===== src/rtl/bsc_pkg.sv =====
`timescale 1ns / 1ps

package bsc_pkg;

    localparam int TOTAL_BITS_DEF = 1024;
    localparam int WORD_BITS      = 32;
    localparam int WORD_LSB       = 5;

    localparam int MODE_W   = 3;
    localparam int INDEX_W  = 10;
    localparam int LEN_W    = 11;
    localparam int SIZE_W   = 11;
    localparam int STATUS_W = 2;

    localparam logic [SIZE_W-1:0] BITS_IN_USE_RST = 11'd1024;

    typedef enum logic [MODE_W-1:0] {
        M_SET      = 3'd0,
        M_CLR      = 3'd1,
        M_TEST     = 3'd2,
        M_FIND_CLR = 3'd3,
        M_FIND_SET = 3'd4,
        M_SET_RUN  = 3'd5,
        M_CLR_RUN  = 3'd6,
        M_CLR_ALL  = 3'd7
    } t_mode;

    typedef enum logic [STATUS_W-1:0] {
        ST_OK        = 2'd0,
        ST_INVALID   = 2'd1,
        ST_NOT_FOUND = 2'd2
    } t_status;

    // controller -> datapath
    typedef struct packed {
        logic latch;
        logic check;
        logic run;
        logic clr;
    } t_cmd;

    // datapath -> controller
    typedef struct packed {
        logic clr_all;
        logic early;
        logic fin;
        logic clr_last;
    } t_stat;

endpackage


===== src/rtl/bitmap_set_clear_find_engine.sv =====
`timescale 1ns / 1ps

// Bitmap store of TOTAL_BITS bits with set, clear, test, find-lowest, run and
// clear-all commands. A command is taken when start is high and busy is low;
// every command gives exactly one result, shown with o_done for one cycle, and
// the receiver cannot stall it (the result ports hold until the cycle after
// the next command is taken). The store lives in a one-read, one-write RAM of
// 32-bit words, and every command that is not settled at its check walks it
// one word per cycle: set, clear, test, a run or a search read each word they
// touch, and clear all writes every word to zero. After reset the block
// sweeps the RAM to zero with busy high; bits_in_use writes are taken at any
// time. A new command may be given in the cycle that shows o_done.

module bitmap_set_clear_find_engine #(
    parameter int TOTAL_BITS = bsc_pkg::TOTAL_BITS_DEF
) (
    input  logic                          i_clk,
    input  logic                          i_rst_n,
    input  logic                          start,
    output logic                          busy,
    input  logic [bsc_pkg::MODE_W-1:0]    i_mode,
    input  logic [bsc_pkg::INDEX_W-1:0]   i_bit_index,
    input  logic [bsc_pkg::LEN_W-1:0]     i_run_length,
    input  logic                          i_cfg_valid,
    output logic                          o_cfg_ready,
    input  logic [bsc_pkg::SIZE_W-1:0]    i_cfg_data,
    output logic                          o_done,
    output logic [bsc_pkg::STATUS_W-1:0]  o_status,
    output logic [bsc_pkg::INDEX_W-1:0]   o_found_index,
    output logic                          o_bit_value
);

    bsc_pkg::t_cmd  cmd;
    bsc_pkg::t_stat stat;

    assign o_cfg_ready = 1'b1;

    bsc_ctrl u_ctrl (
        .i_clk   (i_clk),
        .i_rst_n (i_rst_n),
        .i_start (start),
        .i_stat  (stat),
        .o_cmd   (cmd),
        .o_busy  (busy),
        .o_done  (o_done)
    );

    bsc_dpath #(
        .TOTAL_BITS (TOTAL_BITS)
    ) u_dpath (
        .i_clk         (i_clk),
        .i_rst_n       (i_rst_n),
        .i_cmd         (cmd),
        .o_stat        (stat),
        .i_mode        (i_mode),
        .i_bit_index   (i_bit_index),
        .i_run_length  (i_run_length),
        .i_cfg_valid   (i_cfg_valid),
        .i_cfg_data    (i_cfg_data),
        .o_status      (o_status),
        .o_found_index (o_found_index),
        .o_bit_value   (o_bit_value)
    );

`ifndef SYNTHESIS
    // a result is only ever shown once the controller is back in idle
    a_done_idle: assert property (@(posedge i_clk) disable iff (!i_rst_n)
        o_done |-> !busy)
        else $error("result strobe while busy");

    a_accept_busy: assert property (@(posedge i_clk) disable iff (!i_rst_n)
        (start && !busy) |=> (busy && !o_done))
        else $error("accepted command did not make the block busy");

    a_done_single: assert property (@(posedge i_clk) disable iff (!i_rst_n)
        o_done |=> !o_done)
        else $error("result strobe longer than one cycle");

    a_fail_clean: assert property (@(posedge i_clk) disable iff (!i_rst_n)
        (o_done && (o_status != bsc_pkg::ST_OK)) |->
            (!o_bit_value && (o_found_index == '0)))
        else $error("failed command reports data");
`endif

endmodule


===== src/rtl/bsc_ram.sv =====
`timescale 1ns / 1ps

module bsc_ram #(
    parameter int WIDTH = 32,
    parameter int DEPTH = 32,
    localparam int AW   = (DEPTH > 1) ? $clog2(DEPTH) : 1
) (
    input  logic             i_clk,
    input  logic             i_we,
    input  logic [AW-1:0]    i_waddr,
    input  logic [WIDTH-1:0] i_wdata,
    input  logic             i_re,
    input  logic [AW-1:0]    i_raddr,
    output logic [WIDTH-1:0] o_rdata
);

    logic [WIDTH-1:0] r_mem [DEPTH];
    logic [WIDTH-1:0] r_rdata;

    always_ff @(posedge i_clk) begin
        if (i_we) begin
            r_mem[i_waddr] <= i_wdata;
        end
        if (i_re) begin
            r_rdata <= r_mem[i_raddr];
        end
    end

    assign o_rdata = r_rdata;

endmodule


===== src/rtl/bsc_ctrl.sv =====
`timescale 1ns / 1ps

module bsc_ctrl (
    input  logic          i_clk,
    input  logic          i_rst_n,
    input  logic          i_start,
    input  bsc_pkg::t_stat i_stat,
    output bsc_pkg::t_cmd  o_cmd,
    output logic          o_busy,
    output logic          o_done
);

    typedef enum logic [2:0] {
        S_RST_CLR,
        S_IDLE,
        S_CHECK,
        S_RUN,
        S_CLR
    } t_state;

    t_state r_state, n_state;
    logic   r_done, n_done;

    always_comb begin
        n_state = r_state;
        n_done  = 1'b0;
        case (r_state)
            S_RST_CLR: begin
                if (i_stat.clr_last) begin
                    n_state = S_IDLE;
                end
            end
            S_IDLE: begin
                if (i_start) begin
                    n_state = S_CHECK;
                end
            end
            S_CHECK: begin
                if (i_stat.clr_all) begin
                    n_state = S_CLR;
                end else if (i_stat.early) begin
                    n_state = S_IDLE;
                    n_done  = 1'b1;
                end else begin
                    n_state = S_RUN;
                end
            end
            S_RUN: begin
                if (i_stat.fin) begin
                    n_state = S_IDLE;
                    n_done  = 1'b1;
                end
            end
            S_CLR: begin
                if (i_stat.clr_last) begin
                    n_state = S_IDLE;
                    n_done  = 1'b1;
                end
            end
            default: begin
                n_state = S_IDLE;
            end
        endcase
    end

    always_ff @(posedge i_clk) begin
        if (!i_rst_n) begin
            r_state <= S_RST_CLR;
            r_done  <= 1'b0;
        end else begin
            r_state <= n_state;
            r_done  <= n_done;
        end
    end

    always_comb begin
        o_cmd.latch = (r_state == S_IDLE) && i_start;
        o_cmd.check = (r_state == S_CHECK);
        o_cmd.run   = (r_state == S_RUN);
        o_cmd.clr   = (r_state == S_RST_CLR) || (r_state == S_CLR);
    end

    assign o_busy = (r_state != S_IDLE);
    assign o_done = r_done;

endmodule


===== src/rtl/bsc_dpath.sv =====
`timescale 1ns / 1ps

module bsc_dpath #(
    parameter int TOTAL_BITS = bsc_pkg::TOTAL_BITS_DEF
) (
    input  logic                          i_clk,
    input  logic                          i_rst_n,
    input  bsc_pkg::t_cmd                 i_cmd,
    output bsc_pkg::t_stat                o_stat,
    input  logic [bsc_pkg::MODE_W-1:0]    i_mode,
    input  logic [bsc_pkg::INDEX_W-1:0]   i_bit_index,
    input  logic [bsc_pkg::LEN_W-1:0]     i_run_length,
    input  logic                          i_cfg_valid,
    input  logic [bsc_pkg::SIZE_W-1:0]    i_cfg_data,
    output logic [bsc_pkg::STATUS_W-1:0]  o_status,
    output logic [bsc_pkg::INDEX_W-1:0]   o_found_index,
    output logic                          o_bit_value
);

    localparam int WB       = bsc_pkg::WORD_BITS;
    localparam int LSB      = bsc_pkg::WORD_LSB;
    localparam int SW       = bsc_pkg::SIZE_W;
    localparam int WORDS    = (TOTAL_BITS + WB - 1) / WB;
    localparam int WAW      = (WORDS > 1) ? $clog2(WORDS) : 1;
    // wide enough for the word of any bit below the used size
    localparam int CNTW     = (WAW > SW - LSB) ? WAW : SW - LSB;
    localparam int SIZE_CAP = (TOTAL_BITS < 2047) ? TOTAL_BITS : 2047;

    localparam logic [WAW-1:0] LAST_WORD = WAW'(WORDS - 1);
    localparam logic [WB-1:0]  ONES      = '1;

    bsc_pkg::t_mode              r_mode;
    logic [bsc_pkg::INDEX_W-1:0] r_idx;
    logic [bsc_pkg::LEN_W-1:0]   r_len;
    logic [SW-1:0]               r_cfg;
    logic [SW-1:0]               r_lo;
    logic [SW-1:0]               r_hi;
    logic [CNTW-1:0]             r_rcnt;
    logic [CNTW-1:0]             r_dcnt;
    logic                        r_issue;
    logic                        r_dv;
    logic [WAW-1:0]              r_ccnt;
    bsc_pkg::t_status            r_status;
    logic [bsc_pkg::INDEX_W-1:0] r_found;
    logic                        r_bit;

    // check stage
    logic [SW-1:0]     size;
    logic [SW-1:0]     idx_ext;
    logic [SW:0]       run_end;
    logic              chk_early;
    bsc_pkg::t_status  chk_status;
    logic [SW-1:0]     chk_lo;
    logic [SW-1:0]     chk_hi;

    // run stage
    logic [WB-1:0]     rdata;
    logic [WB-1:0]     wword;
    logic [WB-1:0]     mask;
    logic [WB-1:0]     hitv;
    logic [CNTW-1:0]   lo_w;
    logic [CNTW-1:0]   hi_w;
    logic [LSB-1:0]    lo_off;
    logic [LSB-1:0]    hi_off;
    logic [LSB-1:0]    pos;
    logic              hit;
    logic              is_write;
    logic              is_test;
    logic              set_val;
    logic              find_set;
    logic              last_data;
    logic              fin;
    logic              clr_last;

    logic              ram_we;
    logic [WAW-1:0]    ram_waddr;
    logic [WB-1:0]     ram_wdata;
    logic              ram_re;

    assign size    = (r_cfg < SW'(SIZE_CAP)) ? r_cfg : SW'(SIZE_CAP);
    assign idx_ext = SW'(r_idx);
    assign run_end = (SW+1)'(r_idx) + (SW+1)'(r_len);

    always_comb begin
        chk_early  = 1'b0;
        chk_status = bsc_pkg::ST_OK;
        chk_lo     = idx_ext;
        chk_hi     = idx_ext;
        case (r_mode)
            bsc_pkg::M_SET, bsc_pkg::M_CLR: begin
                if (idx_ext >= size) begin
                    chk_early  = 1'b1;
                    chk_status = bsc_pkg::ST_INVALID;
                end
            end
            bsc_pkg::M_TEST: begin
                if (idx_ext >= size) begin
                    chk_early = 1'b1;
                end
            end
            bsc_pkg::M_FIND_CLR, bsc_pkg::M_FIND_SET: begin
                chk_lo = '0;
                chk_hi = size - 1'b1;
                if (size == '0) begin
                    chk_early  = 1'b1;
                    chk_status = bsc_pkg::ST_NOT_FOUND;
                end
            end
            bsc_pkg::M_SET_RUN, bsc_pkg::M_CLR_RUN: begin
                chk_hi = SW'(run_end - 1'b1);
                if (run_end > (SW+1)'(size)) begin
                    chk_early  = 1'b1;
                    chk_status = bsc_pkg::ST_INVALID;
                end else if (r_len == '0) begin
                    chk_early = 1'b1;
                end
            end
            default: begin
                chk_early = 1'b0;
            end
        endcase
    end

    assign is_write = (r_mode == bsc_pkg::M_SET) || (r_mode == bsc_pkg::M_CLR) ||
                      (r_mode == bsc_pkg::M_SET_RUN) || (r_mode == bsc_pkg::M_CLR_RUN);
    assign is_test  = (r_mode == bsc_pkg::M_TEST);
    assign set_val  = (r_mode == bsc_pkg::M_SET) || (r_mode == bsc_pkg::M_SET_RUN);
    assign find_set = (r_mode == bsc_pkg::M_FIND_SET);

    assign lo_w   = CNTW'(r_lo[SW-1:LSB]);
    assign hi_w   = CNTW'(r_hi[SW-1:LSB]);
    assign lo_off = (r_dcnt == lo_w) ? r_lo[LSB-1:0] : '0;
    assign hi_off = (r_dcnt == hi_w) ? r_hi[LSB-1:0] : '1;
    // bits of this word that lie within [lo, hi]
    assign mask   = (ONES << lo_off) & (ONES >> (LSB'(WB - 1) - hi_off));
    assign hitv   = (find_set ? rdata : ~rdata) & mask;
    assign hit    = |hitv;
    assign wword  = set_val ? (rdata | mask) : (rdata & ~mask);

    always_comb begin
        pos = '0;
        for (int i = WB - 1; i >= 0; i--) begin
            if (hitv[i]) begin
                pos = LSB'(i);
            end
        end
    end

    assign last_data = (r_dcnt == hi_w);
    assign fin = i_cmd.run && r_dv && (is_test || last_data || (!is_write && hit));
    assign clr_last = (r_ccnt == LAST_WORD);

    always_comb begin
        o_stat.clr_all  = (r_mode == bsc_pkg::M_CLR_ALL);
        o_stat.early    = chk_early;
        o_stat.fin      = fin;
        o_stat.clr_last = clr_last;
    end

    assign ram_we    = i_cmd.clr || (i_cmd.run && r_dv && is_write);
    assign ram_waddr = i_cmd.clr ? r_ccnt : WAW'(r_dcnt);
    assign ram_wdata = i_cmd.clr ? '0 : wword;
    assign ram_re    = i_cmd.run && r_issue;

    bsc_ram #(
        .WIDTH (WB),
        .DEPTH (WORDS)
    ) u_store (
        .i_clk   (i_clk),
        .i_we    (ram_we),
        .i_waddr (ram_waddr),
        .i_wdata (ram_wdata),
        .i_re    (ram_re),
        .i_raddr (WAW'(r_rcnt)),
        .o_rdata (rdata)
    );

    // control state
    always_ff @(posedge i_clk) begin
        if (!i_rst_n) begin
            r_cfg   <= bsc_pkg::BITS_IN_USE_RST;
            r_issue <= 1'b0;
            r_dv    <= 1'b0;
            r_ccnt  <= '0;
        end else begin
            if (i_cfg_valid) begin
                r_cfg <= i_cfg_data;
            end
            if (i_cmd.check) begin
                r_issue <= 1'b1;
                r_dv    <= 1'b0;
            end else if (i_cmd.run) begin
                r_issue <= r_issue && (r_rcnt != hi_w);
                r_dv    <= r_issue;
            end else begin
                r_issue <= 1'b0;
                r_dv    <= 1'b0;
            end
            if (i_cmd.clr) begin
                r_ccnt <= clr_last ? '0 : r_ccnt + 1'b1;
            end
        end
    end

    // payload
    always_ff @(posedge i_clk) begin
        if (i_cmd.latch) begin
            r_mode <= bsc_pkg::t_mode'(i_mode);
            r_idx  <= i_bit_index;
            r_len  <= i_run_length;
        end
        if (i_cmd.check) begin
            r_lo     <= chk_lo;
            r_hi     <= chk_hi;
            r_rcnt   <= CNTW'(chk_lo[SW-1:LSB]);
            r_status <= chk_status;
            r_found  <= '0;
            r_bit    <= 1'b0;
        end else if (i_cmd.run && r_issue) begin
            r_rcnt <= r_rcnt + 1'b1;
        end
        if (i_cmd.run) begin
            r_dcnt <= r_rcnt;
        end
        if (fin) begin
            if (is_test) begin
                r_status <= bsc_pkg::ST_OK;
                r_bit    <= rdata[r_lo[LSB-1:0]];
            end else if (is_write) begin
                r_status <= bsc_pkg::ST_OK;
            end else if (hit) begin
                r_status <= bsc_pkg::ST_OK;
                r_found  <= bsc_pkg::INDEX_W'({r_dcnt, pos});
            end else begin
                r_status <= bsc_pkg::ST_NOT_FOUND;
            end
        end
    end

    assign o_status      = r_status;
    assign o_found_index = r_found;
    assign o_bit_value   = r_bit;

endmodule


===== config.mk =====
export PLATFORM = sky130hd
export DESIGN_NAME = bitmap_set_clear_find_engine
export DESIGN_NICKNAME = d
export VERILOG_FILES = /design/src/rtl/bsc_pkg.sv /design/src/rtl/bitmap_set_clear_find_engine.sv /design/src/rtl/bsc_ram.sv /design/src/rtl/bsc_ctrl.sv /design/src/rtl/bsc_dpath.sv
export SDC_FILE = /design/constraint.sdc
export NUM_CORES = 1
export LEC_CHECK = 0
export BUFFER_PORTS_ARGS = -buffer_cell sky130_fd_sc_hd__buf_2
export CORE_MARGIN = 10
export CORE_UTILIZATION = 25
export CTS_CLUSTER_DIAMETER = 30
export DETAILED_ROUTE_END_ITERATION = 8
export PLACE_DENSITY_LB_ADDON = 0.15
export SLEW_MARGIN = 20
export SYNTH_ARGS = -nofsm -noshare
export SYNTH_HDL_FRONTEND = slang
export SYNTH_SLANG_ARGS = --single-unit

===== constraint.sdc =====
create_clock -name i_clk -period 6.7 [get_ports i_clk]
set_input_delay 0.335 -clock i_clk [delete_from_list [all_inputs] [get_ports i_clk]]
set_output_delay 0.335 -clock i_clk [all_outputs]
set_load 0.01 [all_outputs]

==> impl_metrics.prom <==
# TYPE chip_impl_metric gauge
chip_impl_info{name="run_status",value="finished clean"} 1
chip_impl_info{name="cts_tree",value="yes"} 1
chip_impl_metric{name="final_antenna_net_count",unit=""} 0
chip_impl_info{name="reg2reg_from",value="u_dpath.r_idx[0]"} 1
chip_impl_metric{name="setup-tns-final",unit="ns"} 0
chip_impl_metric{name="syn-mean-instance-area",unit="sq um"} 16.3
chip_impl_metric{name="worstPathMaxFanout",unit=""} 4
chip_impl_metric{name="intPower",unit="mW"} 18.3
chip_impl_metric{name="synth.yosys.seq_area_share",unit=""} 0.704
chip_impl_metric{name="mappedNetlistArea",unit="sq um"} 48500
chip_impl_metric{name="grt_first_pass_wirelength",unit="mm"} 218
chip_impl_metric{name="synth_enable_flop_cells",unit=""} 1115
chip_impl_metric{name="cts-buffers-inserted",unit=""} 315
chip_impl_metric{name="final_net_count",unit=""} 3391
chip_impl_metric{name="fin_cells",unit=""} 6070
chip_impl_metric{name="sw_frac_of_total",unit=""} 0.192
chip_impl_metric{name="cells_after_synth",unit=""} 2970
chip_impl_metric{name="clock.fmax",unit="MHz"} 236
chip_impl_metric{name="final_clock_period_utilization_by_the_worst_path",unit=""} 0.633
chip_impl_metric{name="post-route-min-period",unit="ns"} 4.24
chip_impl_metric{name="postCtsSetupRepairBufs",unit=""} 0
chip_impl_metric{name="floorplan.initialDensity",unit=""} 0.252
chip_impl_metric{name="via_per_inst",unit=""} 4.72
chip_impl_metric{name="crit_arrival",unit="ns"} 4.93
chip_impl_metric{name="post-route-util",unit=""} 0.328
chip_impl_metric{name="detail_route.drc_violations",unit=""} 0
chip_impl_metric{name="clock_latency",unit="ns"} 0.89
chip_impl_metric{name="power_per_cell_area",unit="nW/um^2"} 358
chip_impl_metric{name="worstMarginPinSlew",unit="ns"} 1.06
chip_impl_metric{name="drt_pass1_iterations",unit=""} 8
chip_impl_metric{name="detailed_place_hpwl",unit="mm"} 85.6
chip_impl_metric{name="design_power_total",unit="mW"} 22.7
chip_impl_metric{name="wl_per_cell",unit="um"} 24.9
chip_impl_metric{name="place.detailed.instances",unit=""} 5465
chip_impl_metric{name="clkTransAtPathRegs",unit="ns"} 0.04
chip_impl_info{name="end_kind",value="flop"} 1
chip_impl_metric{name="ys_async_sr_fraction",unit=""} 0
chip_impl_metric{name="vdd_ir_drop_max",unit="V"} 0.000224
chip_impl_info{name="timing.hold.worst_endpoint",value="u_dpath.r_idx[6]"} 1
chip_impl_info{name="critical_path.startpoint",value="u_dpath.r_idx[0]"} 1
chip_impl_metric{name="p_clk_frac",unit=""} 0.641
chip_impl_info{name="synthFlopType",value="edfxtp_1"} 1
chip_impl_metric{name="clock_tree.buffer_depth",unit=""} 4
chip_impl_metric{name="total_leakage_power",unit="nW"} 19.9
chip_impl_metric{name="final.setup_skew",unit="ns"} 0.0864
chip_impl_metric{name="dieArea",unit="sq um"} 212000
chip_impl_metric{name="ys_seq_elements",unit=""} 1148
chip_impl_metric{name="timing.max_cap.violations",unit=""} 0
chip_impl_metric{name="post_cts_resized",unit=""} 0
chip_impl_metric{name="rr_worst_depth",unit=""} 16
chip_impl_info{name="synth_area_leaders",value="edfxtp_1, mux4_2, mux2i_1"} 1
chip_impl_metric{name="timing_max_transition_violations_final",unit=""} 0
chip_impl_info{name="critPathKind",value="reg -> reg"} 1
chip_impl_metric{name="setup.reg_to_reg.worst_slack",unit="ns"} 2.46
chip_impl_metric{name="floorplan.die.width",unit="um"} 461
chip_impl_metric{name="drt-initial-drc-count",unit=""} 2142
chip_impl_metric{name="timing.hold.worst_path_depth",unit=""} 2
chip_impl_metric{name="crit_required",unit="ns"} 7.38
chip_impl_metric{name="post_route_cells_drive_above_1_share",unit=""} 0.260
chip_impl_metric{name="pin_count",unit=""} 55
chip_impl_metric{name="report.final.hold_viol_count",unit=""} 0
chip_impl_metric{name="global_route.usage.total",unit=""} 0.140
chip_impl_info{name="rsz_0062_raised_after_global_routing",value="false"} 1
chip_impl_metric{name="yosys.area.top_type_share",unit=""} 0.690
chip_impl_info{name="synth_largest_area_cell",value="edfxtp_1"} 1
chip_impl_metric{name="die_h",unit="um"} 461
chip_impl_metric{name="comb_power_share",unit=""} 0.010
chip_impl_info{name="rr_endpoint",value="u_ctrl.o_done"} 1
chip_impl_metric{name="tritoncts_sinks",unit=""} 1148
chip_impl_info{name="min_path_type",value="in -> reg"} 1
chip_impl_metric{name="cts_hold_buffers",unit=""} 59
chip_impl_metric{name="std_cell_rows",unit=""} 161
chip_impl_metric{name="mappedNetlistNets",unit=""} 3045
chip_impl_metric{name="via_count",unit=""} 28657
chip_impl_metric{name="grt_pass1_vias",unit=""} 29660
chip_impl_info{name="startpoint_type",value="flop"} 1
chip_impl_info{name="final_common_cell",value="edfxtp_1"} 1
chip_impl_metric{name="htree_levels",unit=""} 5
chip_impl_metric{name="grt_max_degree",unit=""} 87
chip_impl_info{name="most-common-layout-cells",value="edfxtp_1, clkbuf_16, mux2i_1"} 1
chip_impl_metric{name="syn_to_final_growth",unit="%"} 30.4
chip_impl_metric{name="power.net_switching",unit="mW"} 4.36
chip_impl_metric{name="ys_types",unit=""} 93
chip_impl_metric{name="wl",unit="mm"} 151
chip_impl_metric{name="grt_overflow",unit=""} 0
chip_impl_metric{name="power.share.sequential",unit=""} 0.349
chip_impl_info{name="worst_hold_path_startpoint",value="i_bit_index[6]"} 1
chip_impl_metric{name="floorplan.core_area",unit="sq um"} 193000
chip_impl_metric{name="port_buffers",unit=""} 53
chip_impl_metric{name="finalSetupViolCount",unit=""} 0
chip_impl_metric{name="gpl.final_weighted_congestion",unit=""} 0.828
chip_impl_info{name="cts_root_buffer",value="clkbuf_16"} 1
chip_impl_metric{name="relSlewSlack",unit=""} 0.290
chip_impl_metric{name="synth_warn",unit=""} 0
chip_impl_metric{name="number_of_antenna_violations_at_the_first_check_in_global_routing",unit=""} 3
cells by family (layout without fill, tap and decap cells):
group | count (synthesis) | after routing | share of synthesized area
and+or+nand+nor | 536 | 536 | 0.0531
adders and majority gates | 36 | 36 | 0.00944
other | 1 | 3 | 0.0000773
buffers and inverters | 198 | 770 | 0.0173
AOI/OAI and AO/OA | 535 | 535 | 0.0734
DFF | 1148 | 1148 | 0.704
xor gates and xnor gates | 74 | 74 | 0.0145
muxes | 442 | 442 | 0.129
power by group through the flow:
stage / logic, mW / clock network, mW / registers, mW
floorplan: 0.0940 / 0 / 8.02
global placement: 0.200 / 0 / 8.02
detailed placement: 0.201 / 0 / 8.02
CTS: 0.232 / 14.8 / 7.91
global route: 0.244 / 15.2 / 7.91
finish: 0.226 / 14.5 / 7.91
metrics by stage:
step	hold WS, ns	setup WS [ns]	instance area [sq um]
final	0.235	2.46	63300
after global routing	0.195	2.10	63300
after CTS	0.176	2.40	63300
after detailed placement	0.466	2.44	52400
after global placement	0.465	2.46	52400
after floorplan	0.424	3.06	48500
layout make-up:
cell class,instances,area (sq um)
clock buffers,362,8120
flip-flops and latches,1148,34100
fillers,18492,129000
well taps,2526,3160
multi-input cells,1624,14000
diodes,2,5.00
repair buffers,205,1650
clock inverters,181,2150
inverters,22,82.6
synthesized netlist by cell type (47+ instances only):
master / number
a21oi_1: 135
buf_1: 48
clkbuf_1: 105
edfxtp_1: 1115
mux2_2: 68
mux2i_1: 235
mux4_2: 138
nand2_1: 220
nor2_1: 119
o21ai_0: 131
o221ai_1: 107
xnor2_1: 47
worst max-delay path by stage:
stage / endpoint / slack, ns / cells after the start
floorplan: u_dpath.u_store.r_mem[0][0] / 3.06 / 5
global placement: u_ctrl.o_done / 2.46 / 16
global route: u_ctrl.r_state[1] / 2.10 / 16
finish: u_ctrl.o_done / 2.46 / 16
detailed placement: u_ctrl.o_done / 2.44 / 16
CTS: u_ctrl.o_done / 2.40 / 16
layer usage:
metal | global-route usage | routed length (um) | part of all wire
met1 | 0.193 | 70200 | 0.46
met2 | 0.221 | 70000 | 0.46
met3 | 0.0281 | 7730 | 0.051
met4 | 0.0424 | 3370 | 0.022
met5 | 0 | 0 | 0
critical path, cell delays in order, from the launching register on:
cell	delay, ns
edfxtp_1	0.43
ha_1	0.24
fa_1	0.41
a21o_1	0.19
a21oi_1	0.24
o21bai_1	0.13
a211oi_1	0.50
o31ai_1	0.22
a21oi_1	0.21
xnor2_1	0.09
ha_1	0.21
nor3_1	0.18
o21ai_0	0.14
o31ai_1	0.41
nand4_1	0.22
a22oi_1	0.21
a21oi_1	0.08
state kept, by name, indices dropped and copies added, names as in the netlist:
| signal | flops |
|---|---|
| u_dpath.u_store.r_mem | 1024 |
| u_dpath.u_store.o_rdata | 32 |
| u_dpath.r_cfg | 11 |
| u_dpath.r_hi | 11 |
| u_dpath.r_len | 11 |
| u_dpath.o_found_index | 10 |
| u_dpath.r_idx | 10 |
| u_dpath.r_lo | 10 |
| u_dpath.r_dcnt | 6 |
| u_dpath.r_rcnt | 6 |
| u_dpath.r_ccnt | 5 |
| u_ctrl.r_state | 3 |
| u_dpath.r_mode | 3 |
| u_dpath.o_status | 2 |
| u_ctrl.o_done | 1 |
| u_dpath.o_bit_value | 1 |
| u_dpath.r_dv | 1 |
| u_dpath.r_issue | 1 |
(Power assumes the default switching activity.)
